--- config.mk ---
export PLATFORM = sky130hd
export DESIGN_NAME = nrb_cmdq
export DESIGN_NICKNAME = d
export VERILOG_FILES = /design/src/hdl/nrb_pkg.sv /design/src/hdl/nrb_cmdq.sv
export SDC_FILE = /design/constraint.sdc
export NUM_CORES = 1
export LEC_CHECK = 0
export BUFFER_PORTS_ARGS = -buffer_cell sky130_fd_sc_hd__buf_4
export CAP_MARGIN = 20
export CELL_PAD_IN_SITES_DETAIL_PLACEMENT = 0
export CELL_PAD_IN_SITES_GLOBAL_PLACEMENT = 1
export CORE_MARGIN = 4
export CORE_UTILIZATION = 54
export CTS_BUF_LIST = sky130_fd_sc_hd__clkbuf_8 sky130_fd_sc_hd__clkbuf_16
export DETAILED_ROUTE_END_ITERATION = 7
export MAX_ROUTING_LAYER = met4
export PLACE_DENSITY = 0.81
export REMOVE_ABC_BUFFERS = 1
export SYNTH_ARGS = -nofsm -noshare
export SYNTH_HDL_FRONTEND = slang
export SYNTH_SLANG_ARGS = --single-unit
--- constraint.sdc ---
create_clock -name clk -period 11.9 [get_ports clk]
set_input_delay 0.595 -clock clk [delete_from_list [all_inputs] [get_ports clk]]
set_output_delay 0.595 -clock clk [all_outputs]
set_load 0.05 [all_outputs]
--- src/hdl/nrb_pkg.sv ---
// Shared types and codes for the NACK retransmission buffer.
`default_nettype none

package nrb_pkg;

  // input message codes
  localparam logic [1:0] OP_APP     = 2'd0;
  localparam logic [1:0] OP_CONNECT = 2'd1;
  localparam logic [1:0] OP_NACK    = 2'd2;
  localparam logic [1:0] OP_OTHER   = 2'd3;

  // result message kinds
  localparam logic [1:0] MSG_DATA   = 2'd0;
  localparam logic [1:0] MSG_ACCEPT = 2'd1;
  localparam logic [1:0] MSG_REJECT = 2'd2;

  // command kinds passed from front to back
  localparam logic [1:0] CMD_STORE  = 2'd0;
  localparam logic [1:0] CMD_CTRL   = 2'd1;
  localparam logic [1:0] CMD_NACK   = 2'd2;

  localparam int CMDQ_DEPTH = 4;

  typedef struct packed {
    logic [1:0]  op;
    logic [63:0] payload;
    logic [31:0] now_time;
    logic [31:0] nack_seq;
    logic [47:0] peer_addr;
  } in_word_t;

  typedef struct packed {
    logic [1:0]  msg_kind;
    logic [47:0] dest_addr;
    logic [31:0] out_seq;
    logic [63:0] out_payload;
    logic [31:0] out_time;
    logic        is_resend;
    logic [31:0] resend_count;
    logic [31:0] sent_count;
  } out_word_t;

  typedef struct packed {
    logic [1:0]  kind;
    logic        emit;       // store: send as first-time data
    logic [1:0]  msg_kind;   // ctrl: accept or reject
    logic [47:0] dest;
    logic [31:0] seq;        // store: new number, nack: requested number
    logic [63:0] payload;
    logic [31:0] stamp;
    logic [31:0] sent_count;
    logic [31:0] last_seq;   // ring fill snapshot for nack lookups
    logic        filled;
  } cmd_t;

endpackage

`default_nettype wire

--- src/hdl/nrb_cmdq.sv ---
// Short command queue between front and back.
`default_nettype none

module nrb_cmdq (
  input  wire           clk,
  input  wire           rst_n,
  input  wire           push,
  input  nrb_pkg::cmd_t push_word,
  output logic          full,
  input  wire           pop,
  output nrb_pkg::cmd_t pop_word,
  output logic          empty
);
  import nrb_pkg::*;

  localparam int PTR_W = $clog2(CMDQ_DEPTH);

  cmd_t             store_r [CMDQ_DEPTH];
  logic [PTR_W-1:0] wr_ptr_r, rd_ptr_r;
  logic [PTR_W:0]   count_r;
  logic             do_push, do_pop;

  assign full     = (count_r == (PTR_W+1)'(CMDQ_DEPTH));
  assign empty    = (count_r == '0);
  assign do_push  = push && !full;
  assign do_pop   = pop && !empty;
  assign pop_word = store_r[rd_ptr_r];

  always_ff @(posedge clk) begin
    if (!rst_n) begin
      wr_ptr_r <= '0;
      rd_ptr_r <= '0;
      count_r  <= '0;
    end else begin
      if (do_push) wr_ptr_r <= (wr_ptr_r == PTR_W'(CMDQ_DEPTH - 1)) ? '0 : wr_ptr_r + 1'b1;
      if (do_pop)  rd_ptr_r <= (rd_ptr_r == PTR_W'(CMDQ_DEPTH - 1)) ? '0 : rd_ptr_r + 1'b1;
      if (do_push && !do_pop)      count_r <= count_r + 1'b1;
      else if (do_pop && !do_push) count_r <= count_r - 1'b1;
    end
  end

  always_ff @(posedge clk) begin
    if (do_push) store_r[wr_ptr_r] <= push_word;
  end

endmodule

`default_nettype wire

==> metrics.md <==
| Metric | Value |
|---|---|
| Maximum clock path buffer count | 3 |
| Sinks on Clock Net | 993 |
| Post-synthesis sequential area ratio | 82.1% |
| Reg power frac | 40.9% |
| Critical Path Sink Type | output port |
| Average vias per placed instance | 5.62 |
| Clock input transition at the sequential cells of the worst setup and hold paths | 0.06 ns |
| Overall via count from detail_route | 16000 |
| Area grow syn2layout | 20.7% |
| Synth area leaders | edfxtp_1 82%, mux4_2 15%, buf_12 1.2% |
| Worst-case hold slack | 0.157 ns |
| Worst IR Drop VDD | 197 uV |
| CP max FO | 90 |
| Warnings, synthesis | 0 |
| Hold crit path type | input pin to flip-flop |
| Worst-skew pair later-pin latency | 0.63 ns |
| Maximum Capacitance Violations | 0 |
| Initial Utilization | 54.8% |
| Part of the power in the clock network | 27.4% |
| Final Core Density | 66.1% |
| Remaining number of nets flagged by the antenna check after routing | 0 |
| Cell count after synthesis | 1336 |
| Number of iterations in the first detailed-routing pass | 5 |
| Global-route usage over all layers | 20.7% |
| Remaining Overflow, GRT | 0 |
| Average cell area after synthesis | 27.1 um^2 |
| Number of nets in the layout | 2146 |
| Final setup violation count | 0 |
| Clock buffers created by TritonCTS | 96 |
| Standard-cell row count | 94 |
| Relative slew slack | 12.2% |
| Height of the die | 267 um |
| Pin count of the biggest net entering global routing | 159 |
| Number of I/O pins | 498 |
| Count of buffers added by post-CTS timing repair for setup | 0 |
| Power Density | 245 mW/mm^2 |
| Cell at the root of the clock tree | clkbuf_16 |
| Switching power as a share of total power | 33.6% |
| Wire length of the first global-routing pass | 107000 um |
| Lkg Pwr | 14.6 nW |
| Clock tree from TritonCTS | yes |
| Final period utilization | 38.7% |
| Slew at the pin closest to its max-slew limit | 1.32 ns |
| Relative contribution of combinational cells to total power | 31.7% |
| Die Area | 0.0713 mm^2 |
| Overall routed net length | 71400 um |
| Placeable Area | 0.0661 mm^2 |
| # H-tree levels | 3 |
| DRC Markers | 0 |
| Final Critical Period | 4.60 ns |
| Proportion of netlist area held by the largest area contributor | 81.6% |
| Total count of max-transition violations in the final report | 0 |
| Antenna violations before repair | 14 |
| Final hold viol count | 0 |
| Cell taking the most area after synthesis | edfxtp_1 |
| Number of distinct library cell variants in the gate-level netlist after synthesis | 25 |
| Flip-flop and latch count after synthesis | 993 |
| Hpwl dp | 43200 um |
| CTS Hold Bufs | 0 |
| Share of cells above drive strength 1 | 45.2% |
| Setup repair after global routing missed its margin | no |
| IO buf count | 497 |
| WS Path Type | flip-flop to output port |
| Average wire per standard cell | 25.1 um |
| Vias in the first global route | 17100 |
| Resize count post-CTS | 0 |
| Max Freq | 217 MHz |
| Critical path required time | 11.31 ns |
| Crit path DAT | 4.01 ns |
| Sum Neg Setup Slack | 0 ns |
| Weighted congestion at the end of routability-driven global placement | 0.763 |
| Final-layout fill cell count | 4182 |
| Worst Setup Start Kind | flip-flop |
| Run status | complete, no violations |
| Internal Pwr Total | 7.12 mW |
| Mapped cell area | 0.0362 mm^2 |
| DRC marker count from the first detailed-route iteration | 1165 |
| Die W | 267 um |
| Sw Pwr | 3.60 mW |
| Worst clock skew | 0.0124 ns |
[Yosys cell counts]
cell type  instances
o31ai_1            1
and2_1             5
buf_8              1
a21boi_0           1
xnor2_1            1
clkbuf_1           4
dfxtp_1            9
o21ai_0            3
buf_12            22
or3_1              1
mux4_2           246
xor2_1             1
nor3b_1            1
nor2b_1            2
mux2i_1            3
nand2_1            6
nor2_1             2
ha_1               6
fa_1               1
nor3_1             1
nand3_1            2
buf_6              5
edfxtp_1         984
buf_2             25
inv_1              3
[flip-flops by register name, indices dropped and copies added, names as in the netlist, named ones only]
| signal | count |
|---|---|
| rd_ptr_r | 2 |
| store_r | 984 |
| count_r | 3 |
| wr_ptr_r | 2 |
[path summary, 6_finish.rpt]
check | from | to | slack, ns | cells past startpoint
hold reg to reg | wr_ptr_r[1] | wr_ptr_r[1] | 0.53 | 2
hold / removal | push_word[83] | store_r[1][83] | 0.16 | 1
setup / recovery | flip-flop | pop_word[130] | 7.30 | 4
setup reg to reg | count_r[0] | store_r[0][45] | 7.73 | 5
[cells by family (layout without fill, tap and decap cells)]
kind of cell | Yosys count | in the layout | synth area share, %
flops | 993 | 993 | 82.1
mux | 249 | 249 | 15.4
buf+inv | 60 | 693 | 1.83
simple gates | 20 | 20 | 0.283
fa+ha+maj | 7 | 7 | 0.263
compound gates | 5 | 5 | 0.0829
xor+xnor | 2 | 2 | 0.0484
other cells | 0 | 14 | 0
[power groups by stage]
stage | clock network [mW] | logic [mW] | registers (mW)
global route | 3.18 | 3.55 | 4.41
CTS | 3.01 | 3.46 | 4.39
global placement | 0 | 3.45 | 4.43
finish | 2.94 | 3.40 | 4.38
detailed placement | 0 | 3.45 | 4.46
floorplan | 0 | 2.43 | 4.66
[layout make-up]
| class | instances | area [um^2] | share of cell area [%] |
|---|---|---|---|
| sequential | 993 | 29700 | 68.0 |
| multi-input combinational | 283 | 5830 | 13.3 |
| timing repair buffer | 512 | 3910 | 8.94 |
| clock buffer | 98 | 2450 | 5.61 |
| tap | 864 | 1080 | 2.47 |
| clock inverter | 80 | 657 | 1.50 |
| antenna | 14 | 35.0 | 0.0802 |
| inverter | 3 | 11.3 | 0.0258 |
[worst max-delay path: stages (launching register included)]
cell and delay (ns):
dfxtp_4 0.78, buf_4 0.87, buf_12 0.60, mux4_2 0.64
buf_4 0.22
[through the flow]
| step | total power [mW] | instance area (um^2) | setup WS, ns | instances |
|---|---|---|---|---|
| after CTS | 10.9 | 43700 | 7.19 | 2833 |
| final | 10.7 | 43700 | 7.30 | 2847 |
| after floorplan | 7.09 | 35600 | 0.0671 | 1279 |
| after global routing | 11.1 | 43700 | 6.91 | 2847 |
| after detailed placement | 7.91 | 40600 | 7.56 | 2655 |
| after global placement | 7.87 | 40600 | 7.56 | 2655 |
[placed cells by master (no fill, tap or decap)]
cell        instances
edfxtp_1          984
buf_4             507
mux4_2            246
clkbuf_16          98
inv_1              30
clkinv_1           25
diode_2            14
bufinv_16          10
clkinv_2            9
dfxtp_1             7
nand2_1             6
ha_1                6
buf_12              5
and2_4              4
mux2i_1             3
o21ai_0             3
inv_16              3
clkinvlp_4          3
nor2b_1             2
nor2_1              2
nand3_1             2
dfxtp_4             2
clkinv_4            2
nor3b_1             1
nor3_1              1
o31ai_1             1
xnor2_1             1
and2_1              1
xor2_1              1
or3_1               1
a21boi_0            1
fa_1                1
clkinv_8            1
[metal layers]
layer	track usage, %	vias up	routed length [um]
met5	-	-	0
met4	7.95	0	2490
met3	6.41	139	6210
met2	32.8	546	36900
met1	25.4	8380	25900
li1	-	6943	-
Power figures use the tool's default switching activity.
