### config.mk
export PLATFORM = sky130hd
export DESIGN_NAME = nrb_front
export DESIGN_NICKNAME = d
export VERILOG_FILES = /design/src/hdl/nrb_pkg.sv /design/src/hdl/nrb_front.sv
export SDC_FILE = /design/constraint.sdc
export NUM_CORES = 1
export LEC_CHECK = 0
export BUFFER_PORTS_ARGS = -buffer_cell sky130_fd_sc_hd__buf_4
export CAP_MARGIN = 0
export CORE_MARGIN = 2
export CORE_UTILIZATION = 25
export DETAILED_ROUTE_END_ITERATION = 6
export PLACE_DENSITY = 0.53
export SETUP_SLACK_MARGIN = 0.4
export SYNTH_ARGS = -nofsm -noshare
export SYNTH_HDL_FRONTEND = slang
export SYNTH_SLANG_ARGS = --single-unit
### constraint.sdc
create_clock -name clk -period 3.1 [get_ports clk]
set_clock_uncertainty 0.1 [all_clocks]
set_input_delay 0.31 -clock clk [delete_from_list [all_inputs] [get_ports clk]]
set_output_delay 0.31 -clock clk [all_outputs]
set_load 0.1 [all_outputs]
### src/hdl/nrb_pkg.sv
// Shared types and codes for the NACK retransmission buffer.
`default_nettype none

package nrb_pkg;

  // input message codes
  localparam logic [1:0] OP_APP     = 2'd0;
  localparam logic [1:0] OP_CONNECT = 2'd1;
  localparam logic [1:0] OP_NACK    = 2'd2;
  localparam logic [1:0] OP_OTHER   = 2'd3;

  // result message kinds
  localparam logic [1:0] MSG_DATA   = 2'd0;
  localparam logic [1:0] MSG_ACCEPT = 2'd1;
  localparam logic [1:0] MSG_REJECT = 2'd2;

  // command kinds passed from front to back
  localparam logic [1:0] CMD_STORE  = 2'd0;
  localparam logic [1:0] CMD_CTRL   = 2'd1;
  localparam logic [1:0] CMD_NACK   = 2'd2;

  localparam int CMDQ_DEPTH = 4;

  typedef struct packed {
    logic [1:0]  op;
    logic [63:0] payload;
    logic [31:0] now_time;
    logic [31:0] nack_seq;
    logic [47:0] peer_addr;
  } in_word_t;

  typedef struct packed {
    logic [1:0]  msg_kind;
    logic [47:0] dest_addr;
    logic [31:0] out_seq;
    logic [63:0] out_payload;
    logic [31:0] out_time;
    logic        is_resend;
    logic [31:0] resend_count;
    logic [31:0] sent_count;
  } out_word_t;

  typedef struct packed {
    logic [1:0]  kind;
    logic        emit;       // store: send as first-time data
    logic [1:0]  msg_kind;   // ctrl: accept or reject
    logic [47:0] dest;
    logic [31:0] seq;        // store: new number, nack: requested number
    logic [63:0] payload;
    logic [31:0] stamp;
    logic [31:0] sent_count;
    logic [31:0] last_seq;   // ring fill snapshot for nack lookups
    logic        filled;
  } cmd_t;

endpackage

`default_nettype wire

### src/hdl/nrb_front.sv
// Front end: classifies messages, numbers packets, tracks the connection.
`default_nettype none

module nrb_front #(
  parameter int RING_DEPTH = 1024
) (
  input  wire              clk,
  input  wire              rst_n,
  input  wire              push,
  input  nrb_pkg::in_word_t in_word,
  input  wire              q_full,
  output logic             cmd_push,
  output nrb_pkg::cmd_t    cmd
);
  import nrb_pkg::*;

  logic        accept;
  logic [31:0] seq_inc;
  logic [31:0] last_seq_r, last_seq_nxt;
  logic [31:0] sent_r, sent_nxt;
  logic [47:0] client_peer_r, client_peer_nxt;
  logic        connected_r, connected_nxt;
  logic        filled_r, filled_nxt;

  always_comb begin
    accept          = push && !q_full;
    seq_inc         = last_seq_r + 32'd1;
    last_seq_nxt    = last_seq_r;
    sent_nxt        = sent_r;
    client_peer_nxt = client_peer_r;
    connected_nxt   = connected_r;
    filled_nxt      = filled_r;
    cmd_push        = 1'b0;
    cmd.kind        = CMD_STORE;
    cmd.emit        = 1'b0;
    cmd.msg_kind    = MSG_DATA;
    cmd.dest        = client_peer_r;
    cmd.seq         = in_word.nack_seq;
    cmd.payload     = in_word.payload;
    cmd.stamp       = in_word.now_time;
    cmd.last_seq    = last_seq_r;
    cmd.filled      = filled_r;
    if (accept) begin
      unique case (in_word.op)
        OP_APP: begin
          cmd_push     = 1'b1;
          cmd.kind     = CMD_STORE;
          cmd.emit     = connected_r;
          cmd.seq      = seq_inc;
          last_seq_nxt = seq_inc;
          // every slot holds a packet once the ring has gone round once
          filled_nxt   = filled_r || (seq_inc == 32'(RING_DEPTH));
          if (connected_r) sent_nxt = sent_r + 32'd1;
        end
        OP_CONNECT: begin
          cmd_push  = 1'b1;
          cmd.kind  = CMD_CTRL;
          cmd.emit  = 1'b1;
          cmd.dest  = in_word.peer_addr;
          if (!connected_r) begin
            cmd.msg_kind    = MSG_ACCEPT;
            connected_nxt   = 1'b1;
            client_peer_nxt = in_word.peer_addr;
          end else begin
            cmd.msg_kind = MSG_REJECT;
          end
        end
        OP_NACK: begin
          cmd_push = connected_r;
          cmd.kind = CMD_NACK;
        end
        OP_OTHER: ;
        default: ;
      endcase
    end
    cmd.sent_count = sent_nxt;
  end

  always_ff @(posedge clk) begin
    if (!rst_n) begin
      last_seq_r    <= '0;
      sent_r        <= '0;
      client_peer_r <= '0;
      connected_r   <= 1'b0;
      filled_r      <= 1'b0;
    end else begin
      last_seq_r    <= last_seq_nxt;
      sent_r        <= sent_nxt;
      client_peer_r <= client_peer_nxt;
      connected_r   <= connected_nxt;
      filled_r      <= filled_nxt;
    end
  end

endmodule

`default_nettype wire

==> insert_results.sql <==
INSERT INTO impl_metrics (metric_group, metric, value, unit) VALUES
('setup_path', 'critPathTopFamily', 'simple AND/OR/NAND/NOR gates', ''),
('synthesis', 'post_synth_most_frequent_cells', 'sky130_fd_sc_hd__nand2_1, sky130_fd_sc_hd__dfxtp_1, sky130_fd_sc_hd__buf_4', ''),
('synthesis', 'synth_top_flop_cell', 'sky130_fd_sc_hd__dfxtp_1', ''),
('timing', 'layout_min_cycle_time', '2690', 'ps'),
('placement', 'place_congestion', '0.771', ''),
('synthesis', 'post_synth_instance_area', '7390', 'um2'),
('detailed_routing', 'remaining_number_of_nets_flagged_by_the_antenna_check_after_routing', '0', ''),
('setup_path', 'worst-path-buf-inv', '2', ''),
('floorplanning', 'die_height', '176', 'um'),
('detailed_routing', 'drt_pass1_iterations', '5', ''),
('synthesis', 'synthArstFlopShare', '0', ''),
('clock_tree', 'cts_made_buffers', '17', ''),
('clock_tree', 'numClockSinks', '114', ''),
('clock_tree', 'cts_max_level', '4', ''),
('synthesis', 'synth_top_area_frac', '0.309', ''),
('floorplanning', 'die_area', '31000', 'um2'),
('setup_path', 'crit_slowest_cell', 'sky130_fd_sc_hd__dfxtp_4', ''),
('hold_path', 'hold_class', 'input pin to flip-flop', ''),
('placement', 'post-dp-hpwl', '15.8', 'mm'),
('setup_path', 'cp-startpoint', 'sent_r[7]', ''),
('clock_tree', 'worst_skew_pair_latency', '410', 'ps'),
('timing', 'post-route-period-util', '0.867', ''),
('synthesis', 'synth_enable_flop_cells', '0', ''),
('synthesis', 'synth_top_cell_by_area', 'sky130_fd_sc_hd__dfxtp_1', ''),
('final_layout', 'finalCoreUtilization', '0.374', ''),
('flow_run', 'maxCapViolCount', '0', ''),
('final_layout', 'fillerInstances', '2985', ''),
('detailed_routing', 'drc', '0', ''),
('detailed_routing', 'routed_wire_length_per_instance', '15.4', 'um'),
('setup_path', 'path_max_fanout', '9', ''),
('synthesis', 'netlist_cell_types', '57', ''),
('floorplanning', 'die_w', '176', 'um'),
('synthesis', 'synth-seq-area-share', '0.309', ''),
('floorplanning', 'pin_count', '429', ''),
('synthesis', 'synth_most_common_cell', 'sky130_fd_sc_hd__nand2_1', ''),
('power_and_ir_drop', 'pwr_density_cell', '385', 'nW/um2'),
('grt', 'gr-usage-all-layers', '0.143', ''),
('detailed_routing', 'drtIter0Drc', '311', ''),
('setup_path', 'maximum_single_stage_delay_on_the_critical_path', '340', 'ps'),
('final_layout', 'n_antenna_cell', '0', ''),
('grt', 'first_global_vias', '6501', ''),
('clock_tree', 'cts.clk_slew.worst_paths', '60', 'ps'),
('synthesis', 'synth_seq_cells', '114', ''),
('power_and_ir_drop', 'total_leakage_power', '0.00463', 'uW'),
('timing', 'slew_violations', '0', ''),
('setup_path', 'end_kind', 'primary output', ''),
('synthesis', 'cell_types_with_the_largest_area_share_after_synthesis', 'sky130_fd_sc_hd__dfxtp_1, sky130_fd_sc_hd__buf_4, sky130_fd_sc_hd__nand2_1, sky130_fd_sc_hd__mux2_2, sky130_fd_sc_hd__a21boi_0', ''),
('timing', 'max_slew_margin', '0.586', ''),
('timing', 'max_freq', '0.372', 'GHz'),
('setup_path', 'cp_cell_sequence', 'and4_4 -> and4_4 -> nand4_4 -> nor3_1 -> buf_4 -> xor2_4 -> buf_12', ''),
('setup_path', 'crit_type', 'flip-flop to primary output', ''),
('floorplanning', 'start_util', '0.255', ''),
('status', 'outcome', 'finished, final reports clean', ''),
('synthesis', 'synthesis.nets', '1090', ''),
('grt', 'grt-ovfl-total', '0', ''),
('synthesis', 'syn-mean-instance-area', '8.17', 'um2'),
('floorplanning', 'core-area', '28900', 'um2'),
('setup_path', 'worst-endpoint-arrival', '2280', 'ps'),
('timing', 'timing.final.hold_violations', '0', ''),
('clock_tree', 'cts_tree', 'built', ''),
('final_layout', 'final_net_count', '1244', ''),
('setup_path', 'crit-reg2reg-capture', 'filled_r', ''),
('timing', 'fin_tns_setup', '0', 'ps'),
('setup_path', 'crit-reg2reg-launch', 'last_seq_r[6]', ''),
('final_layout', 'area_delta_synth_final', '46.6', '%'),
('final_layout', 'layout-drive-gt1-share', '0.493', ''),
('clock_tree', 'clock_tree.buffer_depth', '2', ''),
('synthesis', 'synth_cells', '905', ''),
('setup_path', 'cp_common_cell', 'sky130_fd_sc_hd__and4_4', ''),
('grt', 'number_of_antenna_violations_at_the_first_check_in_global_routing', '0', ''),
('setup_path', 'crit_path_to', 'cmd[59]', '');
-- worst min path at each step --
stage / slack [ps] / from / cells past startpoint / end
floorplan: 330 / client_peer_r[28] / 2 / client_peer_r[28]
global placement: 340 / client_peer_r[28] / 2 / client_peer_r[28]
detailed placement: 350 / client_peer_r[28] / 2 / client_peer_r[28]
CTS: 10 / in_word[28] / 3 / client_peer_r[28]
global route: 20 / in_word[37] / 3 / client_peer_r[37]
finish: 40 / in_word[28] / 3 / client_peer_r[28]
-- worst reg2reg max path, delay by kind of cell, from the launching register on --
kind / cells / cell delay [ps]
buf+inv: 1 / 190
simple gates: 4 / 1110
flops: 1 / 400
compound gates: 2 / 610
-- layout make-up --
type                            count  area, um2  share of cell area
Clock buffer                       20        437              0.0403
Clock inverter                     12        115              0.0106
Inverter                            9       33.8             0.00312
Multi-Input combinational cell    625       4910               0.454
Sequential cell                   114       2390               0.221
Tap cell                          384        480              0.0444
Timing Repair Buffer              292       2460               0.227
-- through the flow --
step,instance area [um2],cells,hold slack [ps],total power [uW],setup slack [ps]
detailed placement,9500,1391,352,2270,90.5
CTS,10400,1432,13.2,4240,305
finish,10800,1456,42.0,4180,412
global placement,9500,1391,341,2270,135
floorplan,8130,905,333,2640,-126
global route,10800,1456,24.6,4350,290
-- placed cells by master, fill, tap and decap left out, types with 6 or more instances in the layout --
cell,count
sky130_fd_sc_hd__buf_4,251
sky130_fd_sc_hd__nand2_1,156
sky130_fd_sc_hd__dfxtp_1,75
sky130_fd_sc_hd__and2_1,57
sky130_fd_sc_hd__a21boi_0,53
sky130_fd_sc_hd__mux2_2,49
sky130_fd_sc_hd__buf_6,27
sky130_fd_sc_hd__nor2_1,25
sky130_fd_sc_hd__dfxtp_4,25
sky130_fd_sc_hd__xor2_1,23
sky130_fd_sc_hd__xnor2_1,22
sky130_fd_sc_hd__nand3_1,20
sky130_fd_sc_hd__nand4_1,19
sky130_fd_sc_hd__clkbuf_16,17
sky130_fd_sc_hd__xnor2_2,15
sky130_fd_sc_hd__dfxtp_2,14
sky130_fd_sc_hd__nor3_1,12
sky130_fd_sc_hd__o21ai_4,12
sky130_fd_sc_hd__buf_12,12
sky130_fd_sc_hd__o21ai_0,11
sky130_fd_sc_hd__inv_1,9
sky130_fd_sc_hd__xor2_4,9
sky130_fd_sc_hd__o21ai_2,9
sky130_fd_sc_hd__a21oi_1,9
sky130_fd_sc_hd__clkinv_2,7
sky130_fd_sc_hd__and4_4,6
sky130_fd_sc_hd__nor4_4,6
sky130_fd_sc_hd__or3_1,6
-- sequential cells by signal (all words and copies together), names as in the netlist --
signal / cells
client_peer_r: 48
connected_r: 1
filled_r: 1
last_seq_r: 32
sent_r: 32
-- cell families (layout without fill, tap and decap cells) --
family / count (synthesis) / after routing / share of synthesized area
buf+inv: 166 / 333 / 0.143
fa+ha+maj: 3 / 3 / 0.00508
flops: 114 / 114 / 0.309
mux: 50 / 50 / 0.0760
xor+xnor: 76 / 76 / 0.0931
compound gates: 122 / 122 / 0.110
simple gates: 374 / 374 / 0.264
-- power by group --
part	total, uW	switching, uW	leakage (uW)	internal [uW]
registers	1480	14.8	0.000948	1460
logic	780	553	0.00340	227
clock network	1920	747	0.000278	1170
-- metal layers --
layer / share of wire / up-vias / wire, um / GRT usage
met2: 0.47 / 222 / 10500 / 0.232
met1: 0.43 / 3091 / 9680 / 0.173
met3: 0.085 / 35 / 1900 / 0.0547
met4: 0.017 / 0 / 379 / 0.0486
li1: - / 3259 / - / -
met5: 0 / - / 0 / 0
-- timing repair --
action / 4_1_cts / 5_1_grt
pin swaps: 9 / 18
buffers inserted: 9 / 24
hold buffers: 0 / 0
setup endpoints to repair: 43 / 43
resized for setup: 84 / 54
Note: power is estimated with default switching activity, not from simulation.
